### config.mk
export PLATFORM = sky130hd
export DESIGN_NAME = loan_overdue_day_count
export DESIGN_NICKNAME = d
export VERILOG_FILES = /design/src/rtl/lodc_pkg.sv /design/src/rtl/lodc_cdiv.sv /design/src/rtl/loan_overdue_day_count.sv
export SDC_FILE = /design/constraint.sdc
export NUM_CORES = 2
export LEC_CHECK = 0
export BUFFER_PORTS_ARGS = -buffer_cell sky130_fd_sc_hd__buf_2
export CAP_MARGIN = 30
export CORE_ASPECT_RATIO = 0.6
export CORE_MARGIN = 2
export CORE_UTILIZATION = 30
export CTS_CLUSTER_DIAMETER = 60
export CTS_CLUSTER_SIZE = 25
export DETAILED_ROUTE_END_ITERATION = 8
export PLACE_DENSITY_LB_ADDON = 0.05
export SYNTH_ARGS = -nofsm -noshare
export SYNTH_HDL_FRONTEND = slang
export SYNTH_SLANG_ARGS = --single-unit
### constraint.sdc
create_clock -name clk -period 9.8 [get_ports clk]
set_input_delay 2.94 -clock clk [delete_from_list [all_inputs] [get_ports clk]]
set_output_delay 2.94 -clock clk [all_outputs]
set_load 0.03 [all_outputs]
### src/rtl/lodc_pkg.sv
// Shared types, constants and calendar functions for the overdue day counter.
`timescale 1ns / 1ps

package lodc_pkg;

	localparam int DATE_W = 25;
	localparam int ALLOW_W = 16;
	localparam int ELAPSED_W = 15;
	localparam int YEAR_W = 14;
	localparam int ACC_W = 24;
	localparam int QUO_W = 12;
	localparam int REM_W = 14;
	localparam int MONTH_W = 4;
	localparam int DAY_W = 7;
	localparam int CENT_W = 7;

	localparam int FIRST_YEAR_DEF = 2019;
	localparam int LAST_YEAR_DEF = 2050;

	localparam int DIV_BIG = 10000;
	localparam int DIV_SMALL = 100;
	localparam int SHIFT_BIG = 39;
	localparam int SHIFT_SMALL = 32;
	localparam int RECIP_W = 26;
	localparam longint RECIP_BIG =
		((longint'(1) << SHIFT_BIG) + longint'(DIV_BIG) - 1) / longint'(DIV_BIG);
	localparam longint RECIP_SMALL =
		((longint'(1) << SHIFT_SMALL) + longint'(DIV_SMALL) - 1) / longint'(DIV_SMALL);
	localparam int DAYS_YEAR = 365;
	localparam int MONTHS = 12;
	localparam int ELAPSED_MAX = (1 << (ELAPSED_W - 1)) - 1;
	localparam int ELAPSED_MIN = -(1 << (ELAPSED_W - 1));

	typedef struct packed {
		logic start;
		logic by_100;
	} div_req_t;

	function automatic logic leap_of(input logic [CENT_W-1:0] cent,
			input logic [DAY_W-1:0] yr_in_cent);
		logic leap;
		if (yr_in_cent != '0) begin
			leap = (yr_in_cent[1:0] == 2'b00);
		end else begin
			leap = (cent[1:0] == 2'b00);
		end
		return leap;
	endfunction

	function automatic logic [8:0] days_before(input logic leap,
			input logic [MONTH_W-1:0] month);
		logic [8:0] base;
		case (month)
			4'd1: base = 9'd0;
			4'd2: base = 9'd31;
			4'd3: base = 9'd59;
			4'd4: base = 9'd90;
			4'd5: base = 9'd120;
			4'd6: base = 9'd151;
			4'd7: base = 9'd181;
			4'd8: base = 9'd212;
			4'd9: base = 9'd243;
			4'd10: base = 9'd273;
			4'd11: base = 9'd304;
			4'd12: base = 9'd334;
			default: base = 9'd0;
		endcase
		if (leap && month > 4'd2) begin
			base = base + 9'd1;
		end
		return base;
	endfunction

endpackage

### src/rtl/lodc_cdiv.sv
// Divider by a constant (10000 or 100) through a reciprocal multiply; done follows start through busy_q and done_q.
`timescale 1ns / 1ps

module lodc_cdiv (
	input  logic                             clk,
	input  logic                             arst_n,
	input  lodc_pkg::div_req_t               req,
	input  logic [lodc_pkg::DATE_W-1:0]      num,
	output logic                             done,
	output logic [lodc_pkg::QUO_W-1:0]       quo,
	output logic [lodc_pkg::REM_W-1:0]       rem
);

	localparam int PROD_W = lodc_pkg::DATE_W + lodc_pkg::RECIP_W;
	localparam logic [lodc_pkg::DATE_W-1:0] DIV_BIG_C = lodc_pkg::DATE_W'(lodc_pkg::DIV_BIG);
	localparam logic [lodc_pkg::DATE_W-1:0] DIV_SMALL_C =
		lodc_pkg::DATE_W'(lodc_pkg::DIV_SMALL);
	localparam logic [lodc_pkg::RECIP_W-1:0] RECIP_BIG_C =
		lodc_pkg::RECIP_W'(lodc_pkg::RECIP_BIG);
	localparam logic [lodc_pkg::RECIP_W-1:0] RECIP_SMALL_C =
		lodc_pkg::RECIP_W'(lodc_pkg::RECIP_SMALL);

	logic                             busy_q;
	logic                             done_q;
	logic                             by100_q;
	logic [lodc_pkg::DATE_W-1:0]      num_q;
	logic [lodc_pkg::QUO_W-1:0]       quo_q;
	logic [PROD_W-1:0]                prod;
	logic [lodc_pkg::QUO_W-1:0]       quo_nx;
	logic [lodc_pkg::DATE_W-1:0]      back;
	logic [lodc_pkg::DATE_W-1:0]      rem_x;

	always_comb begin
		prod = PROD_W'(num_q) * PROD_W'(by100_q ? RECIP_SMALL_C : RECIP_BIG_C);
		quo_nx = by100_q ? prod[lodc_pkg::SHIFT_SMALL +: lodc_pkg::QUO_W]
			: prod[lodc_pkg::SHIFT_BIG +: lodc_pkg::QUO_W];
		back = by100_q ? lodc_pkg::DATE_W'(quo_q) * DIV_SMALL_C
			: lodc_pkg::DATE_W'(quo_q) * DIV_BIG_C;
		rem_x = num_q - back;
	end

	always_ff @(posedge clk or negedge arst_n) begin
		if (!arst_n) begin
			busy_q <= 1'b0;
			done_q <= 1'b0;
		end else begin
			busy_q <= req.start;
			done_q <= busy_q;
		end
	end

	always_ff @(posedge clk) begin
		if (req.start) begin
			num_q <= num;
			by100_q <= req.by_100;
		end
		if (busy_q) begin
			quo_q <= quo_nx;
		end
	end

	assign done = done_q;
	assign quo = quo_q;
	assign rem = rem_x[lodc_pkg::REM_W-1:0];

endmodule

### src/rtl/loan_overdue_day_count.sv
// Top level of the loan overdue day counter: sequencer, day accumulator, output register.
`timescale 1ns / 1ps

// Takes a borrow date and a return date (decimal YYYYMMDD) and an allowance in days, and
// returns the days elapsed under Gregorian rules plus an overdue flag. One item at a time:
// the dates are split by a shared constant divider (reciprocal multiply, used for both
// dates and for the century split of the borrow year), then a set-up step starts the
// count, a year step goes year by year from the borrow year to the return year,
// and a last step loads the output register. The result appears as in_stall drops, so an
// item holds the block, and no new item is taken, until its result is loaded.
// in_stall is high while an item is in work; while a held result still sits in the output
// register the next result waits in the last step with in_stall high. A same-year return
// in an earlier month or a return in an earlier year gives 0, and an earlier day in the
// same month a negative count. Years are clamped to FIRST_YEAR..LAST_YEAR, months to 1..12.
module loan_overdue_day_count #(
	parameter int FIRST_YEAR = lodc_pkg::FIRST_YEAR_DEF,
	parameter int LAST_YEAR = lodc_pkg::LAST_YEAR_DEF
) (
	input  logic                                  clk,
	input  logic                                  arst_n,
	input  logic                                  in_valid,
	output logic                                  in_stall,
	input  logic [lodc_pkg::DATE_W-1:0]           borrow_date,
	input  logic [lodc_pkg::DATE_W-1:0]           return_date,
	input  logic [lodc_pkg::ALLOW_W-1:0]          allowed_days,
	output logic                                  out_valid,
	input  logic                                  out_stall,
	output logic signed [lodc_pkg::ELAPSED_W-1:0] elapsed_days,
	output logic                                  overdue
);

	localparam logic [3:0] ST_IDLE = 4'd0;
	localparam logic [3:0] ST_D1Y = 4'd1;
	localparam logic [3:0] ST_D1M = 4'd2;
	localparam logic [3:0] ST_D2Y = 4'd3;
	localparam logic [3:0] ST_D2M = 4'd4;
	localparam logic [3:0] ST_Y1C = 4'd5;
	localparam logic [3:0] ST_INIT = 4'd6;
	localparam logic [3:0] ST_YEAR = 4'd7;
	localparam logic [3:0] ST_FIN = 4'd8;

	localparam int ACC_W = lodc_pkg::ACC_W;
	localparam int YEAR_W = lodc_pkg::YEAR_W;
	localparam logic [YEAR_W-1:0] Y_FIRST = YEAR_W'(FIRST_YEAR);
	localparam logic [YEAR_W-1:0] Y_LAST = YEAR_W'(LAST_YEAR);
	localparam logic signed [ACC_W-1:0] SAT_HI = ACC_W'(lodc_pkg::ELAPSED_MAX);
	localparam logic signed [ACC_W-1:0] SAT_LO = ACC_W'(lodc_pkg::ELAPSED_MIN);
	localparam logic signed [ACC_W-1:0] YEAR_DAYS = ACC_W'(lodc_pkg::DAYS_YEAR);
	localparam logic [lodc_pkg::CENT_W-1:0] LAST_IN_CENT = lodc_pkg::CENT_W'(99);

	logic [3:0]                           state_q;
	logic [lodc_pkg::DATE_W-1:0]          ret_q;
	logic [lodc_pkg::ALLOW_W-1:0]         allow_q;
	logic [YEAR_W-1:0]                    y1_q;
	logic [YEAR_W-1:0]                    y2_q;
	logic [YEAR_W-1:0]                    yc_q;
	logic [lodc_pkg::MONTH_W-1:0]         m1_q;
	logic [lodc_pkg::MONTH_W-1:0]         m2_q;
	logic [lodc_pkg::DAY_W-1:0]           d1_q;
	logic [lodc_pkg::DAY_W-1:0]           d2_q;
	logic [lodc_pkg::CENT_W-1:0]          c_q;
	logic [lodc_pkg::DAY_W-1:0]           r_q;
	logic signed [ACC_W-1:0]              acc_q;
	logic                                 out_valid_q;
	logic signed [lodc_pkg::ELAPSED_W-1:0] elapsed_q;
	logic                                 overdue_q;

	lodc_pkg::div_req_t                   div_req;
	logic [lodc_pkg::DATE_W-1:0]          div_num;
	logic                                 div_done;
	logic [lodc_pkg::QUO_W-1:0]           div_quo;
	logic [lodc_pkg::REM_W-1:0]           div_rem;

	logic [YEAR_W-1:0]                    year_cl;
	logic [lodc_pkg::MONTH_W-1:0]         month_cl;
	logic                                 leap1;
	logic [lodc_pkg::DAY_W-1:0]           r_nx;
	logic [lodc_pkg::CENT_W-1:0]          c_nx;
	logic [YEAR_W-1:0]                    yc_nx;
	logic                                 leap_nx;
	logic signed [ACC_W-1:0]              db1_x;
	logic signed [ACC_W-1:0]              db2_x;
	logic signed [ACC_W-1:0]              dbn_x;
	logic signed [ACC_W-1:0]              d1_x;
	logic signed [ACC_W-1:0]              d2_x;
	logic signed [ACC_W-1:0]              allow_x;
	logic signed [ACC_W-1:0]              acc_same;
	logic signed [ACC_W-1:0]              acc_later;
	logic                                 out_free;

	lodc_cdiv u_cdiv (
		.clk    (clk),
		.arst_n (arst_n),
		.req    (div_req),
		.num    (div_num),
		.done   (div_done),
		.quo    (div_quo),
		.rem    (div_rem)
	);

	always_comb begin
		year_cl = YEAR_W'(div_quo);
		if (year_cl < Y_FIRST) begin
			year_cl = Y_FIRST;
		end else if (year_cl > Y_LAST) begin
			year_cl = Y_LAST;
		end
		if (div_quo == '0) begin
			month_cl = lodc_pkg::MONTH_W'(1);
		end else if (div_quo > lodc_pkg::QUO_W'(lodc_pkg::MONTHS)) begin
			month_cl = lodc_pkg::MONTH_W'(lodc_pkg::MONTHS);
		end else begin
			month_cl = div_quo[lodc_pkg::MONTH_W-1:0];
		end
	end

	always_comb begin
		div_req = '0;
		div_num = '0;
		case (state_q)
			ST_IDLE: begin
				div_req.start = in_valid;
				div_num = borrow_date;
			end
			ST_D1Y: begin
				div_req.start = div_done;
				div_req.by_100 = 1'b1;
				div_num = lodc_pkg::DATE_W'(div_rem);
			end
			ST_D1M: begin
				div_req.start = div_done;
				div_num = ret_q;
			end
			ST_D2Y: begin
				div_req.start = div_done;
				div_req.by_100 = 1'b1;
				div_num = lodc_pkg::DATE_W'(div_rem);
			end
			ST_D2M: begin
				div_req.start = div_done;
				div_req.by_100 = 1'b1;
				div_num = lodc_pkg::DATE_W'(y1_q);
			end
			default: begin
				div_req = '0;
				div_num = '0;
			end
		endcase
	end

	always_comb begin
		leap1 = lodc_pkg::leap_of(c_q, r_q);
		db1_x = ACC_W'(lodc_pkg::days_before(leap1, m1_q));
		db2_x = ACC_W'(lodc_pkg::days_before(leap1, m2_q));
		d1_x = ACC_W'(d1_q);
		d2_x = ACC_W'(d2_q);
		allow_x = ACC_W'(allow_q);
		acc_same = (m2_q < m1_q) ? '0 : db2_x - db1_x + d2_x - d1_x;
		acc_later = YEAR_DAYS + ACC_W'(leap1) - db1_x - d1_x;
		if (r_q == LAST_IN_CENT) begin
			r_nx = '0;
			c_nx = c_q + 1'b1;
		end else begin
			r_nx = r_q + 1'b1;
			c_nx = c_q;
		end
		yc_nx = yc_q + 1'b1;
		leap_nx = lodc_pkg::leap_of(c_nx, r_nx);
		dbn_x = ACC_W'(lodc_pkg::days_before(leap_nx, m2_q));
		out_free = !out_valid_q || !out_stall;
	end

	always_ff @(posedge clk or negedge arst_n) begin
		if (!arst_n) begin
			state_q <= ST_IDLE;
			out_valid_q <= 1'b0;
		end else begin
			case (state_q)
				ST_IDLE: if (in_valid) state_q <= ST_D1Y;
				ST_D1Y: if (div_done) state_q <= ST_D1M;
				ST_D1M: if (div_done) state_q <= ST_D2Y;
				ST_D2Y: if (div_done) state_q <= ST_D2M;
				ST_D2M: if (div_done) state_q <= ST_Y1C;
				ST_Y1C: if (div_done) state_q <= ST_INIT;
				ST_INIT: state_q <= (y2_q > y1_q) ? ST_YEAR : ST_FIN;
				ST_YEAR: if (yc_nx == y2_q) state_q <= ST_FIN;
				ST_FIN: if (out_free) state_q <= ST_IDLE;
				default: state_q <= ST_IDLE;
			endcase
			if (state_q == ST_FIN && out_free) begin
				out_valid_q <= 1'b1;
			end else if (!out_stall) begin
				out_valid_q <= 1'b0;
			end
		end
	end

	always_ff @(posedge clk) begin
		case (state_q)
			ST_IDLE: begin
				if (in_valid) begin
					ret_q <= return_date;
					allow_q <= allowed_days;
				end
			end
			ST_D1Y: if (div_done) y1_q <= year_cl;
			ST_D1M: begin
				if (div_done) begin
					m1_q <= month_cl;
					d1_q <= div_rem[lodc_pkg::DAY_W-1:0];
				end
			end
			ST_D2Y: if (div_done) y2_q <= year_cl;
			ST_D2M: begin
				if (div_done) begin
					m2_q <= month_cl;
					d2_q <= div_rem[lodc_pkg::DAY_W-1:0];
				end
			end
			ST_Y1C: begin
				if (div_done) begin
					c_q <= div_quo[lodc_pkg::CENT_W-1:0];
					r_q <= div_rem[lodc_pkg::DAY_W-1:0];
					yc_q <= y1_q;
				end
			end
			ST_INIT: begin
				if (y2_q == y1_q) begin
					acc_q <= acc_same;
				end else if (y2_q > y1_q) begin
					acc_q <= acc_later;
				end else begin
					acc_q <= '0;
				end
			end
			ST_YEAR: begin
				c_q <= c_nx;
				r_q <= r_nx;
				yc_q <= yc_nx;
				if (yc_nx == y2_q) begin
					acc_q <= acc_q + dbn_x + d2_x;
				end else begin
					acc_q <= acc_q + YEAR_DAYS + ACC_W'(leap_nx);
				end
			end
			ST_FIN: begin
				if (out_free) begin
					if (acc_q > SAT_HI) begin
						elapsed_q <= SAT_HI[lodc_pkg::ELAPSED_W-1:0];
					end else if (acc_q < SAT_LO) begin
						elapsed_q <= SAT_LO[lodc_pkg::ELAPSED_W-1:0];
					end else begin
						elapsed_q <= acc_q[lodc_pkg::ELAPSED_W-1:0];
					end
					overdue_q <= (acc_q > allow_x);
				end
			end
			default: begin
			end
		endcase
	end

	assign in_stall = (state_q != ST_IDLE);
	assign out_valid = out_valid_q;
	assign elapsed_days = elapsed_q;
	assign overdue = overdue_q;

`ifndef SYNTHESIS
	a_busy_after_transfer: assert property (@(posedge clk) disable iff (!arst_n)
		(in_valid && !in_stall) |=> in_stall)
		else $error("input transfer did not start work");

	a_div_done_in_split: assert property (@(posedge clk) disable iff (!arst_n)
		div_done |-> (state_q == ST_D1Y || state_q == ST_D1M || state_q == ST_D2Y ||
			state_q == ST_D2M || state_q == ST_Y1C))
		else $error("divider finished outside a split step");

	a_out_from_fin: assert property (@(posedge clk) disable iff (!arst_n)
		$rose(out_valid) |-> $past(state_q) == ST_FIN)
		else $error("result shown without finishing an item");

	a_year_loop_bound: assert property (@(posedge clk) disable iff (!arst_n)
		(state_q == ST_YEAR) |-> (yc_q < y2_q))
		else $error("year loop ran past the return year");
`endif

endmodule

-- After elaboration in Yosys (flattened, before gate mapping)
Memory sizes are Yosys's and may differ from the RTL's. A register that Yosys moved wholly into a read port is not among the register bits.
Cells that the tools add are included.
- $add $sub $neg: 17
- $mul: 3
- magnitude comparators: 10
- equal/unequal tests: 21
- multiplexer cells: 44
- reductions and logical operators: 30
- operator list (operator ; count):
    25-bit one-hot mux with 4 select lines ; 1
    24-bit two-way mux ; 4
    4-bit two-way mux ; 14
    25-bit by 26-bit multiplier with 51-bit output ; 1
    24-bit one-hot mux with 2 select lines ; 1
    14-bit two-way mux ; 3
    4-bit one-hot mux with 9 select lines ; 1
    14-bit == test ; 2
    7-bit two-way mux ; 4
    14-bit one-hot mux with 2 select lines ; 1
    7-bit one-hot mux with 2 select lines ; 2
    9-bit by 1-bit adder with 9-bit output, second input constant ; 3
    9-bit two-way mux ; 3
    25-bit two-way mux ; 1
    24-bit by 1-bit adder with 24-bit output ; 1
    24-bit by 10-bit adder with 24-bit output ; 1
    24-bit by 8-bit adder with 24-bit output ; 1
    24-bit by 9-bit adder with 24-bit output, second input constant ; 1
    24-bit by 15-bit > comparator with 1-bit output, second input constant ; 1
    24-bit by 17-bit > comparator with 1-bit output ; 1
    24-bit by 15-bit less-than comparator with 1-bit output, second input constant ; 1
    12-bit two-way mux ; 2
    11-bit by 8-bit subtractor with 12-bit output ; 2
    4-bit by 3-bit == test with 1-bit output, second input constant ; 4
    other kinds (39) ; 69
- bits in registers: 204
- ROM bits: 432
- input port bits: 70
- output and inout port bits: 18
- logic and storage cells: 150
- memories: 3
- memory list (name ; words ; bits a word ; read ports ; clocked after Yosys merged registers in ; write ports ; line ; text):
    (no name shown) ; 16 ; 9 ; 1 ; 1 ; 0 ; lodc_pkg.sv:53 ; case (month)
    (no name shown) ; 16 ; 9 ; 1 ; 1 ; 0 ; lodc_pkg.sv:53 ;
    (no name shown) ; 16 ; 9 ; 1 ; 1 ; 0 ; lodc_pkg.sv:53 ;

-- Depth between registers and ports, before layout
- word-level depth: 10
- mapped depth: 29
- mapped depth without buffers: 26

-- By module
From an unflattened synthesis, not the netlist that was laid out.
- cells, all modules: 3066
- area, all modules: 30225.2 µm²
- by module, submodules not included (module ; instances ; cells an instance ; area an instance (µm²) ; seq. area each (µm²)):
    lodc_cdiv ; 1 ; 1806 ; 17803.3 ; 1191.1
    loan_overdue_day_count ; 1 ; 1260 ; 12421.9 ; 4989.8

-- Worst setup path before layout
OpenSTA, ideal clock, no wires.
- path type: register to register
- from: reg u_cdiv.by100_q
- to: reg u_cdiv.quo_q (netlist bit u_cdiv.quo[8]) (data pin)
- library setup time: 271 ps
- arrival: 7213 ps
- required time: 9529 ps
- slack: 2316 ps
- cell stages (with the launch flop): 25
- buffers on the path: 3
- period minus slack after synthesis: 7484 ps
- cells stage by stage: edfxtp_1 clkbuf_1 clkbuf_1 buf_1 nand2_1 fa_1 fa_1 inv_1 fa_1 fa_1 fa_1 fa_1 inv_1 fa_1 inv_1 ha_1 a21o_1 or2_2 a211oi_1 o2111ai_1 nand3_1 a21oi_1 or3_1 a211oi_1 o31ai_1
- cells in the longest elaborated chain, start to end: 3
- RTL lines (element ; line ; text):
    from (decl) ; lodc_cdiv.sv:25 ; logic by100_q;
    from (signal assigned) ; lodc_cdiv.sv:55 ; by100_q <= req.by_100;
    25-bit two-way mux ; lodc_cdiv.sv:34 ; prod = PROD_W'(num_q) * PROD_W'(by100_q ? RECIP_SMALL_C : RECIP_BIG_C);
    25-bit by 26-bit multiplier with 51-bit output ; lodc_cdiv.sv:34 ;
    12-bit two-way mux * ; lodc_cdiv.sv:35 ; quo_nx = by100_q ? prod[lodc_pkg::SHIFT_SMALL +: lodc_pkg::QUO_W]
    net u_cdiv.quo_nx, one bit ; lodc_cdiv.sv:29 ; logic [lodc_pkg::QUO_W-1:0] quo_nx;
    to (signal assigned) ; lodc_cdiv.sv:58 ; quo_q <= quo_nx;
    to (decl) ; lodc_cdiv.sv:27 ; logic [lodc_pkg::QUO_W-1:0] quo_q;
The timed path passes the listed nets; every way through them passes the cells marked *.
A chain may end at the register's enable or synchronous reset.

-- Worst setup path after layout
- from: reg u_cdiv.num_q[13] in the netlist's numbering
- to: reg u_cdiv.quo_q (netlist bit u_cdiv.quo[3]) (data pin)
- cells in the longest elaborated chain, start to end: 2
- RTL lines (element ; line ; text):
    from (decl) ; lodc_cdiv.sv:26 ; logic [lodc_pkg::DATE_W-1:0] num_q;
    from (signal assigned) ; lodc_cdiv.sv:54 ; num_q <= num;
    25-bit by 26-bit multiplier with 51-bit output ; lodc_cdiv.sv:34 ;
    12-bit two-way mux ; lodc_cdiv.sv:35 ;
    net u_cdiv.quo_nx, one bit ; lodc_cdiv.sv:29 ;
The timed path passes the listed nets, and every way through them passes these cells.

==> impl_results.md <==
- Run status: finished, final reports clean
- Final hold slack: 0.567 ns
- CP Data Required Time: 10.16 ns
- Cts bufs inserted: 24
- Initial core utilization: 0.304
- Setup Skew: 0.0525 ns
- Worst Setup EP: u_cdiv.quo[3]
- Routed via count: 21600
- Largest net degree at the start of global routing: 68
- Crit path DAT: 8.81 ns
- PortBufs: 87
- Final nets: 4062
- Hpwl dp: 90200 um
- Synth async-reset ratio: 0.0329
- Ant. Diodes: 0
- Worst slew pin tran: 0.909 ns
- Iteration count of the initial detailed-routing pass: 6
- Register area: 6180 um2
- Post-Route WL: 103000 um
- Fillcell total: 10300
- Met3 Wirelength: 6980 um
- Commonest non-fill, non-tap cells in the layout: inv_1, ha_1, fa_1
- CP endpoint kind: flop
- Total GRT Usage: 0.202
- Post-CTS setup buffer count: 0
- Gr ovfl total: 0
- Worst min-delay path class: flop to flop
- Core box area: 98700 um2
- Multi-input logic area: 20800 um2
- FP Rows: 89
- Clk slew on worst S/H paths: 0.08 ns
- Worst Path Max Fanout: 11
- Final setup vio count: 0
- Metal2 WL: 35900 um
- Clk sinks: 213
- Syn Inst Count: 3084
- Die area: 102000 um2
- Final hold vios: 0
- Minimum clock period: 8.44 ns
- Reg2reg path depth: 24
- First-pass GRT wire length: 152000 um
- Crit-path slowest cell: edfxtp_1
- Via/cell ratio: 4.80
- IO Count: 88
- Worst Setup SP: u_cdiv.num_q[13]
- RSZ-0062 raised after global routing: false
- P&R area growth vs syn: 9.99%
- Hold_buf cts: 0
- Top Metal Used: met5
- Critical path type: flop to flop
- Max frequency: 118 MHz
- Mapped cell area: 30000 um2
- Antenna violations before repair: 6
- Final WS setup: 1.36 ns
- Main synth FF type: edfxtp_1
- Post-CTS Resized: 0
- CTS tree: yes
- CP Launch Type: flop
- Reg2Reg Setup Slack: 1.36 ns
- DR DRC count: 0
- Vias in the first global route: 21900
- H-Tree Depth: 1
- Most common cell after layout, fill and taps aside: inv_1
- GP Congestion: 0.889
- Core Util, Final: 0.334
- Initial DRC Count: 1858
- Post-synthesis sequential area ratio: 0.206
- Max Slew Vio Count: 0
- Layout cells sized above 1: 0.0645
- Fin crit share: 0.862
- Max-cap violations: 0
- Root buf cell: clkbuf_16
- Reg2reg start: u_cdiv.num_q[13]
- Die width: 412 um
- Crit path cell chain: nor2b_1, ha_1, inv_1, fa_1, inv_1, fa_1, inv_1, fa_1, inv_1, fa_1, inv_1, fa_1, inv_1, fa_1, ha_1, and4_1, and3_1, nand3_1, o211ai_1, a21oi_1, nor4bb_1, o22ai_1, xor2_1, mux2i_1
- Number of flops mapped to enable cells by yosys: 188
- Setup TNS: 0 ns
- Die H: 249 um
- Critical R2R Capture: u_cdiv.quo[3]
- Clk_lat worst skew: 0.62 ns
- Routed length per instance: 22.9 um
- Yosys warnings: 0
- Placement Setup Slack: 1.48 ns
- Remaining antenna violation count: 0
- Netlist cell types: 86
- Mean post-synth cell area: 9.72 um2
- FF+latch count, synth: 213
- Slew headroom: 0.392
- Clock Tree Buf Depth: 3
- Critical Path Max Stage Delay: 0.77 ns
- M1 WL: 59500 um
[Yosys cell counts (22+ instances only)]
library cell / count / area share
nor2b_1: 22 / 0.0046
nor3_1: 29 / 0.0048
xor2_1: 45 / 0.013
o21ai_0: 92 / 0.015
nand3_1: 52 / 0.0087
a21oi_1: 117 / 0.020
edfxtp_1: 188 / 0.19
xnor2_1: 93 / 0.027
mux2i_1: 26 / 0.0087
a21o_1: 46 / 0.012
ha_1: 453 / 0.19
clkbuf_1: 74 / 0.0093
nand2_1: 183 / 0.023
nand2b_1: 31 / 0.0065
nand4_1: 31 / 0.0065
fa_1: 380 / 0.25
nor2_1: 163 / 0.020
inv_1: 727 / 0.091
[stage by stage]
| step | area, um2 | instances |
|---|---|---|
| floorplan | 30000 | 3105 |
| global placement | 32000 | 4443 |
| detailed placement | 32000 | 4450 |
| CTS | 32900 | 4494 |
| global route | 33000 | 4496 |
| finish | 33000 | 4496 |
[worst min-delay path by stage]
stage | from | depth (start not counted) | to | slack [ns]
2_1_floorplan | ret_q[3] | 2 | u_cdiv.num_q[3] | 0.51
3_3_place_gp | ret_q[2] | 1 | u_cdiv.num_q[2] | 0.57
3_5_place_dp | ret_q[4] | 2 | u_cdiv.num_q[4] | 0.56
4_1_cts | ret_q[2] | 1 | u_cdiv.num_q[2] | 0.58
5_1_grt | ret_q[2] | 1 | u_cdiv.num_q[2] | 0.59
6_report | ret_q[2] | 1 | u_cdiv.num_q[2] | 0.57
[cell families (layout without fill, tap and decap cells)]
| logic type | after synthesis | count (layout) | synth area share |
|---|---|---|---|
| AND/OR/NAND/NOR | 625 | 625 | 0.102 |
| adder cells (fa/ha/maj) | 833 | 833 | 0.443 |
| other | 2 | 23 | 0.000251 |
| buffers and inverters | 813 | 885 | 0.102 |
| flip-flops | 213 | 213 | 0.206 |
| AO/OA/AOI/OAI | 422 | 422 | 0.0919 |
| XOR/XNOR | 140 | 140 | 0.0419 |
| multiplexers | 36 | 36 | 0.0125 |
[flip-flops by register name, indices dropped and copies added (netlist names), 2 cells and up, named ones only]
signal	count
r_q	7
d1_q	7
m1_q	4
y2_q	12
y1_q	12
acc_q	24
m2_q	4
yc_q	14
elapsed_days	15
u_cdiv.num_q	25
u_cdiv.quo	12
ret_q	25
d2_q	7
c_q	2
allow_q	16
state_q	4
[worst max-delay path, delay by kind of cell, from the launching register on]
family / cells / cell delay (ns)
adders and majority gates: 8 / 3.94
and+or+nand+nor: 5 / 1.74
AOI/OAI and AO/OA: 3 / 0.89
DFF: 1 / 0.77
buffers and inverters: 6 / 0.42
xor gates and xnor gates: 1 / 0.30
muxes: 1 / 0.10
[metal layers]
layer  track usage  up-vias
li1              -    10200
met1         0.356    10800
met2         0.243      513
met3        0.0441       47
met4        0.0149        4
met5             0        -
[final cells by class]
cell class	instances	area share
Clock inverter	20	0.00881
Inverter	729	0.0830
Sequential cell	213	0.188
Timing Repair Buffer	112	0.0202
Tap cell	1319	0.0501
Clock buffer	24	0.0182
Multi-Input combinational cell	2079	0.632
Power is left out: the tool's default activity adds up to more than one toggle a clock period on the data nets, which glitch-free logic cannot reach.
